**src/sv/dra_pkg.sv**
```systemverilog
// shared types and constants for the dns reply address extractor
`default_nettype none

package dra_pkg;

  // result kinds
  localparam logic [1:0] KIND_IPV4 = 2'd0;
  localparam logic [1:0] KIND_IPV6 = 2'd1;
  localparam logic [1:0] KIND_END  = 2'd2;

  // dns constants
  localparam logic [7:0]  MAX_ANSWERS_RESET = 8'd32;
  localparam logic [7:0]  PTR_MARK          = 8'hc0;
  localparam logic [15:0] TYPE_A            = 16'h0001;
  localparam logic [15:0] TYPE_AAAA         = 16'h001c;
  localparam logic [15:0] LEN_A             = 16'd4;
  localparam logic [15:0] LEN_AAAA          = 16'd16;
  localparam logic [15:0] HEADER_LAST_POS   = 16'd11;
  localparam logic [15:0] QTAIL_BYTES       = 16'd4;
  localparam logic [15:0] FIXED_BYTES       = 16'd10;
  localparam logic [7:0]  COUNT_MAX         = 8'd255;

  // one payload byte
  typedef struct packed {
    logic [7:0] data_byte;
    logic       last_byte;
    logic       name_known;
  } in_item_t;

  // one result
  typedef struct packed {
    logic [1:0]  kind;
    logic [63:0] addr_high;
    logic [63:0] addr_low;
    logic [7:0]  found_count;
  } out_item_t;

endpackage

`default_nettype wire

```
**src/sv/dns_reply_address_extractor.sv**
```systemverilog
// dns reply parser that pulls a and aaaa addresses out of a byte stream
//
// Takes one DNS payload byte per cycle and emits one result transaction per
// found IPv4/IPv6 address plus an end marker carrying the address count when
// the byte flagged last_byte has been parsed. Throughput is one byte per cycle
// while the output queue has room; a byte is held in the input register and
// its results are written to the output queue (OUT_DEPTH entries) when it is
// parsed. A byte is parsed only when the queue has room for two results, so
// in_ready drops while the consumer holds off and the queue is nearly full.
// The user must write max_answers through cfg only while idle; the block does
// not enforce this.
`default_nettype none

module dns_reply_address_extractor
  import dra_pkg::*;
#(
  parameter int OUT_DEPTH = 4
) (
  input  wire logic      clk,
  input  wire logic      rst,
  input  wire logic      in_valid,
  output logic           in_ready,
  input  wire in_item_t  in_data,
  output logic           out_valid,
  input  wire logic      out_ready,
  output out_item_t      out_data,
  input  wire logic      cfg_valid,
  output logic           cfg_ready,
  input  wire logic [7:0] cfg_data
);

  localparam int PW = (OUT_DEPTH > 1) ? $clog2(OUT_DEPTH) : 1;
  localparam int CW = $clog2(OUT_DEPTH + 1);
  localparam logic [CW-1:0] ROOM_LIMIT = CW'(OUT_DEPTH - 2);
  localparam logic [PW-1:0] LAST_IDX   = PW'(OUT_DEPTH - 1);

  typedef enum logic [2:0] {
    PH_HEADER, PH_IGNORE, PH_QNAME, PH_QTAIL,
    PH_ANAME, PH_APTR, PH_AFIXED, PH_RDATA
  } phase_t;

  function automatic logic [PW-1:0] ptr_inc(input logic [PW-1:0] p);
    ptr_inc = (p == LAST_IDX) ? '0 : p + 1'b1;
  endfunction

  // configuration register
  logic [7:0] max_answers;
  assign cfg_ready = 1'b1;

  always_ff @(posedge clk) begin
    if (rst) begin
      max_answers <= MAX_ANSWERS_RESET;
    end else if (cfg_valid) begin
      max_answers <= cfg_data;
    end
  end

  // input register
  logic     s1_valid;
  in_item_t s1_item;
  logic     parse_en;

  // output queue
  out_item_t       fifo [OUT_DEPTH];
  logic [PW-1:0]   rd_ptr;
  logic [PW-1:0]   wr_ptr;
  logic [CW-1:0]   count;
  logic            pop;
  logic [CW-1:0]   count_after_pop;

  assign out_valid       = (count != '0);
  assign out_data        = fifo[rd_ptr];
  assign pop             = out_valid && out_ready;
  assign count_after_pop = count - CW'(pop);
  assign parse_en        = s1_valid && (count_after_pop <= ROOM_LIMIT);
  assign in_ready        = !s1_valid || parse_en;

  always_ff @(posedge clk) begin
    if (rst) begin
      s1_valid <= 1'b0;
    end else if (in_ready) begin
      s1_valid <= in_valid;
    end
    if (in_ready && in_valid) begin
      s1_item <= in_data;
    end
  end

  // parser state
  phase_t      phase, phase_next;
  logic [15:0] pos, pos_next;
  logic [15:0] flags, flags_next;
  logic [15:0] qleft, qleft_next;
  logic [7:0]  aleft, aleft_next;
  logic [15:0] rtype, rtype_next;
  logic [15:0] rlen, rlen_next;
  logic [63:0] ash0, ash0_next;
  logic [63:0] ash1, ash1_next;
  logic [7:0]  total, total_next;
  logic        enabled, enabled_next;

  out_item_t   res [2];
  logic [1:0]  n_res;

  logic [7:0]  b;
  logic [15:0] pos_inc;
  logic [7:0]  aleft_dec;
  phase_t      phase_after_answer;
  logic [15:0] qleft_dec;
  logic        is_v4;
  logic        is_v6;

  // per-byte parse step
  always_comb begin
    b                  = s1_item.data_byte;
    pos_inc            = pos + 16'd1;
    aleft_dec          = (aleft != 8'd0) ? aleft - 8'd1 : 8'd0;
    phase_after_answer = (aleft_dec != 8'd0) ? PH_ANAME : PH_IGNORE;
    qleft_dec          = (qleft != 16'd0) ? qleft - 16'd1 : 16'd0;
    is_v4              = (rtype == TYPE_A) && (rlen == LEN_A);
    is_v6              = (rtype == TYPE_AAAA) && (rlen == LEN_AAAA);

    phase_next   = phase;
    pos_next     = pos;
    flags_next   = flags;
    qleft_next   = qleft;
    aleft_next   = aleft;
    rtype_next   = rtype;
    rlen_next    = rlen;
    ash0_next    = ash0;
    ash1_next    = ash1;
    total_next   = total;
    enabled_next = enabled;
    res[0]       = '0;
    res[1]       = '0;
    n_res        = 2'd0;

    case (phase)
      PH_HEADER: begin
        if (pos == 16'd0) begin
          enabled_next = s1_item.name_known;
        end
        case (pos)
          16'd2:   flags_next = {b, 8'h00};
          16'd3:   flags_next = {flags[15:8], b};
          16'd4:   qleft_next = {b, 8'h00};
          16'd5:   qleft_next = {qleft[15:8], b};
          16'd6:   rlen_next  = {b, 8'h00};
          16'd7:   rlen_next  = {rlen[15:8], b};
          default: ;
        endcase
        if (pos >= HEADER_LAST_POS) begin
          pos_next = 16'd0;
          if (enabled_next && flags_next[15] && qleft_next != 16'd0 &&
              rlen_next != 16'd0) begin
            aleft_next = (rlen_next > {8'h00, max_answers}) ? max_answers
                                                             : rlen_next[7:0];
            phase_next = PH_QNAME;
          end else begin
            phase_next = PH_IGNORE;
          end
          rlen_next = 16'd0;
        end else begin
          pos_next = pos_inc;
        end
      end
      PH_IGNORE: ;
      PH_QNAME: begin
        if (b == 8'h00) begin
          phase_next = PH_QTAIL;
          pos_next   = 16'd0;
        end
      end
      PH_QTAIL: begin
        if (pos_inc >= QTAIL_BYTES) begin
          pos_next   = 16'd0;
          qleft_next = qleft_dec;
          if (qleft_dec != 16'd0) begin
            phase_next = PH_QNAME;
          end else begin
            phase_next = (aleft != 8'd0) ? PH_ANAME : PH_IGNORE;
          end
        end else begin
          pos_next = pos_inc;
        end
      end
      PH_ANAME: begin
        if (b == 8'h00) begin
          phase_next = PH_AFIXED;
          pos_next   = 16'd0;
        end else if (b == PTR_MARK) begin
          phase_next = PH_APTR;
        end
      end
      PH_APTR: begin
        phase_next = PH_AFIXED;
        pos_next   = 16'd0;
      end
      PH_AFIXED: begin
        case (pos)
          16'd0:   rtype_next = {b, 8'h00};
          16'd1:   rtype_next = {rtype[15:8], b};
          16'd8:   rlen_next  = {b, 8'h00};
          16'd9:   rlen_next  = {rlen[15:8], b};
          default: ;
        endcase
        if (pos_inc >= FIXED_BYTES) begin
          pos_next  = 16'd0;
          ash0_next = 64'd0;
          ash1_next = 64'd0;
          if (rlen_next == 16'd0) begin
            aleft_next = aleft_dec;
            phase_next = phase_after_answer;
          end else begin
            phase_next = PH_RDATA;
          end
        end else begin
          pos_next = pos_inc;
        end
      end
      PH_RDATA: begin
        ash0_next = {ash0[55:0], ash1[63:56]};
        ash1_next = {ash1[55:0], b};
        if (pos_inc >= rlen) begin
          if (is_v4 || is_v6) begin
            total_next = (total < COUNT_MAX) ? total + 8'd1 : total;
            res[0].found_count = total_next;
            if (is_v4) begin
              res[0].kind     = KIND_IPV4;
              res[0].addr_low = {32'd0, ash1_next[31:0]};
            end else begin
              res[0].kind      = KIND_IPV6;
              res[0].addr_high = ash0_next;
              res[0].addr_low  = ash1_next;
            end
            n_res = 2'd1;
          end
          aleft_next = aleft_dec;
          phase_next = phase_after_answer;
          pos_next   = 16'd0;
        end else begin
          pos_next = pos_inc;
        end
      end
      default: phase_next = PH_IGNORE;
    endcase

    // end marker and packet clear
    if (s1_item.last_byte) begin
      res[n_res[0]].kind        = KIND_END;
      res[n_res[0]].addr_high   = 64'd0;
      res[n_res[0]].addr_low    = 64'd0;
      res[n_res[0]].found_count = total_next;
      n_res        = n_res + 2'd1;
      phase_next   = PH_HEADER;
      pos_next     = 16'd0;
      flags_next   = 16'd0;
      qleft_next   = 16'd0;
      aleft_next   = 8'd0;
      rtype_next   = 16'd0;
      rlen_next    = 16'd0;
      ash0_next    = 64'd0;
      ash1_next    = 64'd0;
      total_next   = 8'd0;
      enabled_next = 1'b0;
    end
  end

  // parser registers
  always_ff @(posedge clk) begin
    if (rst) begin
      phase   <= PH_HEADER;
      pos     <= 16'd0;
      flags   <= 16'd0;
      qleft   <= 16'd0;
      aleft   <= 8'd0;
      rtype   <= 16'd0;
      rlen    <= 16'd0;
      ash0    <= 64'd0;
      ash1    <= 64'd0;
      total   <= 8'd0;
      enabled <= 1'b0;
    end else if (parse_en) begin
      phase   <= phase_next;
      pos     <= pos_next;
      flags   <= flags_next;
      qleft   <= qleft_next;
      aleft   <= aleft_next;
      rtype   <= rtype_next;
      rlen    <= rlen_next;
      ash0    <= ash0_next;
      ash1    <= ash1_next;
      total   <= total_next;
      enabled <= enabled_next;
    end
  end

  // result queue pointers and storage
  logic [1:0]    n_push;
  logic [PW-1:0] wr_ptr2;

  assign n_push  = parse_en ? n_res : 2'd0;
  assign wr_ptr2 = ptr_inc(wr_ptr);

  always_ff @(posedge clk) begin
    if (rst) begin
      rd_ptr <= '0;
      wr_ptr <= '0;
      count  <= '0;
    end else begin
      if (pop) begin
        rd_ptr <= ptr_inc(rd_ptr);
      end
      case (n_push)
        2'd1:    wr_ptr <= wr_ptr2;
        2'd2:    wr_ptr <= ptr_inc(wr_ptr2);
        default: ;
      endcase
      count <= count_after_pop + CW'(n_push);
    end
    if (n_push != 2'd0) begin
      fifo[wr_ptr] <= res[0];
    end
    if (n_push == 2'd2) begin
      fifo[wr_ptr2] <= res[1];
    end
  end

  // checks
  a_count_bound: assert property (@(posedge clk) disable iff (rst)
    count <= CW'(OUT_DEPTH))
    else $error("result queue overflow");

  a_end_marker: assert property (@(posedge clk) disable iff (rst)
    parse_en && s1_item.last_byte |=> out_valid && phase == PH_HEADER && total == 8'd0)
    else $error("last byte did not queue an end marker and clear the packet");

  a_held_item: assert property (@(posedge clk) disable iff (rst)
    s1_valid && !parse_en |=> s1_valid && $stable(s1_item))
    else $error("stalled input item lost or changed");

  a_pop_nonempty: assert property (@(posedge clk) disable iff (rst)
    count == '0 |-> !pop)
    else $error("pop from empty result queue");

endmodule

`default_nettype wire
```
**config.mk**
```make
export PLATFORM = sky130hd
export DESIGN_NAME = dns_reply_address_extractor
export DESIGN_NICKNAME = d
export VERILOG_FILES = /design/src/sv/dra_pkg.sv /design/src/sv/dns_reply_address_extractor.sv
export SDC_FILE = /design/constraint.sdc
export NUM_CORES = 1
export LEC_CHECK = 0
export ABC_AREA = 0
export BUFFER_PORTS_ARGS = -buffer_cell sky130_fd_sc_hd__buf_2
export CORE_MARGIN = 2
export CORE_UTILIZATION = 42
export CTS_CLUSTER_SIZE = 20
export DETAILED_ROUTE_END_ITERATION = 8
export RECOVER_POWER = 50
export SYNTH_ARGS = -nofsm -noshare
export SYNTH_HDL_FRONTEND = slang
export SYNTH_SLANG_ARGS = --single-unit
```
**constraint.sdc**
```tcl
create_clock -name clk -period 22.1 [get_ports clk]
set_input_delay 1.105 -clock clk [delete_from_list [all_inputs] [get_ports clk]]
set_output_delay 1.105 -clock clk [all_outputs]
set_load 0.01 [all_outputs]
```
==> impl_results.md, run 1 <==
- Placer congestion estimate: ~0.92
- Post-DP HPWL: roughly 60 mm
- TNS Setup: 0 ns
- Yosys top cell area share: 0.464
- Via count: ~25000
- Slew Viols, Final: 714
- Fmax: 0.0816 GHz
- Area delta synth->final: 12.0%
- Global-route wire length before repair: 151 mm
- Synthesized instance count: a little over 3000
- Placed cell areas: between 30000 and 40000 sq um
- Hold violation count in the final report: 0
- CP Class: flip-flop to primary output
- Power per cell area: just under 100 nW/um^2
- Post-Syn Area: about 36000 sq um
- Wire per inst: ~23 um
- Post-layout net count: between 3000 and 4000
- Sequential fraction of the synthesis area: 0.587
- Root buffer cell: clkbuf_16
- Synth async-reset ratio: 0
- Top cells by area, synth: edfxtp_1 (46%), dfxtp_1 (12%), mux4_2 (8.5%), and2_1 (6.2%), a21oi_1 (2.9%)
- Failing checks: capacitance limit, slew limit
- Final worst-path cycle share: 0.554
- WP data arrival: about 11 ns
- Flops & latches, synth: approximately 790
- Post-route cell area: about 41000 sq um
- Hold_sp: ash0[49]
- Cts repair resizes: 0
- Antenna cell count: 0
- Syn_area_per_cell: 11.9 sq um
- Clock buffer depth: 3
- Number of synthesized flops with an enable pin: around 560
- Maximum vdd drop: between 0.07 and 0.08 mV
- Minimum clock period: approximately 12 ns
- Die W: between 200 and 300 um
- Core outline area: around 85000 sq um
- CTS tree: done
- Max-cap viol count: 16
- GRT overflow: 0
- Top FF cell, synth: edfxtp_1
- Place WS: 14.93 ns
- ANT nets after route: 0
- H-tree depth: 3
- Worst r2r src: pos[0]
- Clock Sinks: 785
- Total wire length: around 100 mm
- Final WS setup: 9.85 ns
- CTS hold repair buffers: 0
- Clk_lat worst skew: 0.64 ns
- Die footprint: 88900 sq um
- Vias in the first global route: about 25000
- PortBufs: between 150 and 200
- Net Count, Synth: approximately 3100
- TritonRoute pass-1 iters: 6
- P_leak: between 0.01 and 0.015 uW
- Initial Util: 0.426
- Antenna violations before repair: 1
- Distinct cell type count of the synthesized netlist: ~80
- DRT iter0 DRCs: between 2000 and 2500
- Die Span Y: between 200 and 300 um
- Residual DRC: 0
- Largest net degree at the start of global routing: between 100 and 150
- Worst Setup End Kind: primary output
- IO Pins: 164
- Total track usage: 0.218
- Relative slew slack: -5.34
- Num CTS Buffers: 85
- Worst setup SP type: flip-flop
- Site Rows: 107
- Setup Buffers After CTS: 0
- Worst-path clk slew: 0.06 ns
- Via/cell ratio: between 5 and 6
- # setup viols final: 0
- Share of cells above drive strength 1: 0.112
- RSZ-0062 raised after global routing: false
- Yosys warns: 0
- Crit Path Max Fanout: 105
- Critical Path RT: ~21 ns
- HP Class: flip-flop to flip-flop
- Power Total: 3910 uW
- Post-synth top area cell: edfxtp_1
- Status: complete, but fails checks
- Worst clock skew: 0.0363 ns
- Worst-Margin Slew: 9.50 ns
[synthesized netlist by cell type, types with 11 or more instances]
library cell    n
o22ai_1        24
nand2_1       222
and3_1        145
ha_1           45
nor3_1         39
a31oi_1        19
nor2_1        170
nand3_1       177
a211oi_1       12
xnor2_1        15
clkbuf_1      210
nand2b_1       12
mux4_2        138
a21boi_0       12
a21oi_1       208
o21ai_0        57
nor4_1         28
or4_1          11
xor2_1         11
a22oi_1        73
nand4_1        22
dfxtp_1       223
buf_1          34
edfxtp_1      562
mux2i_1        14
inv_1          57
or3_1          20
and2_1        358
[worst paths after layout]
kind	cells past startpoint	to	slack, ns
worst max-delay path	3	out_data[17]	9.85
worst min-delay path	2	ash0[49]	0.46
worst max register to register	18	fifo[1][65]	11.49
worst min register to register	2	ash0[49]	0.46
[through the flow]
stage / hold WS (ns) / std cells / utilization
floorplan: 0.432 / 3064 / -
global placement: 0.441 / 4160 / 0.446
detailed placement: 0.450 / 4160 / 0.446
CTS: 0.462 / 4319 / 0.480
global route: 0.471 / 4319 / 0.477
finish: 0.462 / 4319 / 0.477
[cells in the final DEF (no fill, tap or decap), drive strengths merged, types with 56 or more instances in the layout]
cell    count
dfxtp     223
nand2     222
nand3     177
edfxtp    562
inv        56
clkbuf    273
mux4      138
and3      145
a22oi      73
and2      360
o21ai      62
a21oi     208
nor2      170
[cell type report]
cell class	count	area [sq um]
well taps	1144	1430
clock inverters	37	480
multi-input cells	1967	13800
clock buffers	122	2470
inverters	58	219
flip-flops and latches	785	21300
repair buffers	206	925
fillers	7799	44700
[flip-flops by register name, indices dropped and copies added, names as in the netlist, 16 cells and up, named ones only]
signal / cells
fifo: 552
rlen: 16
pos: 16
rtype: 16
ash1: 64
qleft: 16
ash0: 56
[metal layers]
metal / global-route usage / wire (um)
met1: 0.278 / 40500
met2: 0.387 / 50000
met3: 0.0335 / 5600
met4: 0.0554 / 2380
met5: 0 / 0
[worst max-delay path, cell delays in order (launching register included)]
cell	delay, ns
dfxtp_1	2.05
clkbuf_1	6.81
mux4_2	1.35
clkbuf_1	0.19
[where the power goes]
group / leakage [uW] / internal, uW / switching (uW)
Combinational: 0.00533 / 271 / 453
Sequential: 0.00709 / 1670 / 40.7
Clock: 0.00143 / 886 / 590
[cell families after synthesis]
group	share of synthesized area
adders and majority gates	0.0166
muxes	0.0903
AOI/OAI and AO/OA	0.0841
buffers and inverters	0.0331
and+or+nand+nor	0.183
DFF	0.587
other	0.000103
xor gates and xnor gates	0.00626
Power figures use the tool's default switching activity.
==> run 2, diff against run 1 <==
==> constraint.sdc (replaced) <==
create_clock -name clk -period 10.3 [get_ports clk]
set_input_delay 0.515 -clock clk [delete_from_list [all_inputs] [get_ports clk]]
set_output_delay 0.515 -clock clk [all_outputs]
set_load 0.01 [all_outputs]
==> impl_results.md, run 2 (synthesis gave the netlist of run 1 again) <==
- Place WS: ~4 ns
- ANT nets after route: 0
- Post-DP HPWL: between 50 and 60 mm
- Worst clock skew: 0.0162 ns
- # setup viols final: 0
- R2r worst-path depth: 16
- Wire per inst: 22.7 um
- Fill count: 7756
- Final WS setup: about 2.5 ns
- Worst Setup End Kind: flip-flop
- Worst r2r src: pos[0]
- CTS hold repair buffers: 0
- Site Rows: about 110
- Final Util: 0.476
- Hold violation count in the final report: 0
- Largest net degree at the start of global routing: ~130
- Final worst-path cycle share: 0.755
- Post-route insts no fill: 4321
- TritonRoute pass-1 iters: 6
- Worst setup SP type: flip-flop
- Failing checks: capacitance limit, slew limit
- Most common cell after layout, fill and taps aside: edfxtp_1
- RSZ-0062 raised after global routing: false
- Maximum vdd drop: ~0.18 mV
- Max reg flops: around 550
- Residual DRC: 0
- Placed cell areas: 38100 sq um
- Setup Buffers After CTS: 0
- Power per cell area: slightly above 200 nW/um^2
- Hold Path Sink: b[4]
- Via/cell ratio: just under 6
- Antenna violations before repair: 1
- Placed insts: between 4000 and 5000
- Antenna cell count: 0
- Hold depth: 1
- PortBufs: about 160
- H-tree depth: 3
- Most frequent cells in the layout: edfxtp_1 (562), and2_1 (342), nand2_1 (222), dfxtp_1 (222), a21oi_1 (208)
- GRT overflow: 0
- Status: complete, but fails checks
- Max-cap viol count: 13
- HP Class: input pin to flip-flop
- Fmax: roughly 0.13 GHz
- Global-route wire length before repair: approximately 150 mm
- Worst-path clk slew: around 0.06 ns
- Post-layout net count: roughly 3200
- Num CTS Buffers: 87
- Total track usage: 0.217
- Cts repair resizes: 0
- Share of cells above drive strength 1: 0.112
- Hold_sp: in_data[6]
- Die footprint: roughly 90000 sq um
- Area delta synth->final: 11.9%
- Total wire length: 98.3 mm
- Post-route cell area: between 40000 and 50000 sq um
- Vias in the first global route: between 20000 and 30000
- Relative slew slack: -1.83
- Die Span Y: roughly 300 um
- Clk_lat worst skew: ~0.64 ns
- Crit Path Max Fanout: 117
- Core outline area: between 80000 and 90000 sq um
- IO Pins: between 150 and 200
- Die W: approximately 300 um
- Flop2flop setup slack: between 2 and 3 ns
- Critical Path RT: around 11 ns
- Clock Sinks: ~800
- Initial Util: 0.426
- DRT iter0 DRCs: between 1500 and 2000
- Root buffer cell: clkbuf_16
- CP Class: flip-flop to flip-flop
- Via count: between 20000 and 25000
- P_leak: roughly 0.014 uW
- Biggest register: fifo
- CTS tree: done
- Worst-Margin Slew: ~4.2 ns
- Worst reg2reg endpoint: fifo[3][39]
- Clock buffer depth: 3
- Slew Viols, Final: 487
- Placer congestion estimate: approximately 0.9
- Minimum clock period: 7.78 ns
- WP data arrival: about 8 ns
- Biggest regs: fifo: 552 flops, ash1: 64 flops, ash0: 56 flops
## run 2: changes by cell type in the layout (fill, tap and decap cells not counted), moves of 3 or more
cell and change:
and2_0 -3, and2_1 +3, buf_12 +5, buf_4 -3, bufinv_16 -5, clkinv_2 +6
## run 2: critical path: stages, from the launching register on
cell	delay, ns
dfxtp_1	0.44
ha_1	0.41
nand3_1	0.22
nor3_1	0.53
xor2_1	0.15
ha_1	0.33
nand2_1	0.04
o21ai_0	0.47
a21oi_1	0.11
o21ba_1	0.26
or3_1	0.52
clkinvlp_2	0.65
ha_1	0.38
o21ai_0	0.12
clkbuf_1	0.18
nor2_1	1.81
buf_12	0.66
## run 2: through the flow
step | setup TNS [ns] | hold slack (ns) | power (uW)
3_5_place_dp | 0 | 0.447 | 5310
6_report | 0 | 0.0557 | 8210
3_3_place_gp | 0 | 0.442 | 5290
2_1_floorplan | -35.61 | 0.432 | 4680
5_1_grt | 0 | 0.0339 | 8520
4_1_cts | 0 | 0.0172 | 8370
## run 2: layout make-up
class,instances,area (sq um),share of cell area
Inverter,58,219,0.00538
Multi-Input combinational cell,1967,13800,0.340
Clock buffer,129,2520,0.0619
Sequential cell,785,21300,0.525
Clock inverter,34,335,0.00824
Timing Repair Buffer,204,988,0.0243
Tap cell,1144,1430,0.0352
## run 2: how the worst max path moves through the flow
stage,start,end,slack [ns],depth (start not counted)
after CTS,pos[0],fifo[1][25],3.97,16
after global placement,pos[0],fifo[0][74],4.13,16
final,pos[0],fifo[3][39],2.52,16
after detailed placement,pos[0],fifo[1][74],3.99,16
after global routing,pos[0],fifo[2][112],1.91,16
after floorplan,pos[0],fifo[3][0],-0.06,19
## run 2: report_power, final
| part | internal (uW) | switching, uW |
|---|---|---|
| logic | 518 | 968 |
| registers | 3580 | 84.9 |
| clock network | 1800 | 1260 |
| total | 5900 | 2310 |
## run 2: layer usage
metal / GRT usage / up-vias / routed length (um) / part of all wire
met4: 0.0635 / 0 / 2360 / 0.024
met3: 0.0315 / 154 / 5600 / 0.057
met1: 0.277 / 12500 / 40600 / 0.41
met2: 0.381 / 881 / 49700 / 0.51
li1: - / 11400 / - / -
met5: 0 / - / 0 / 0
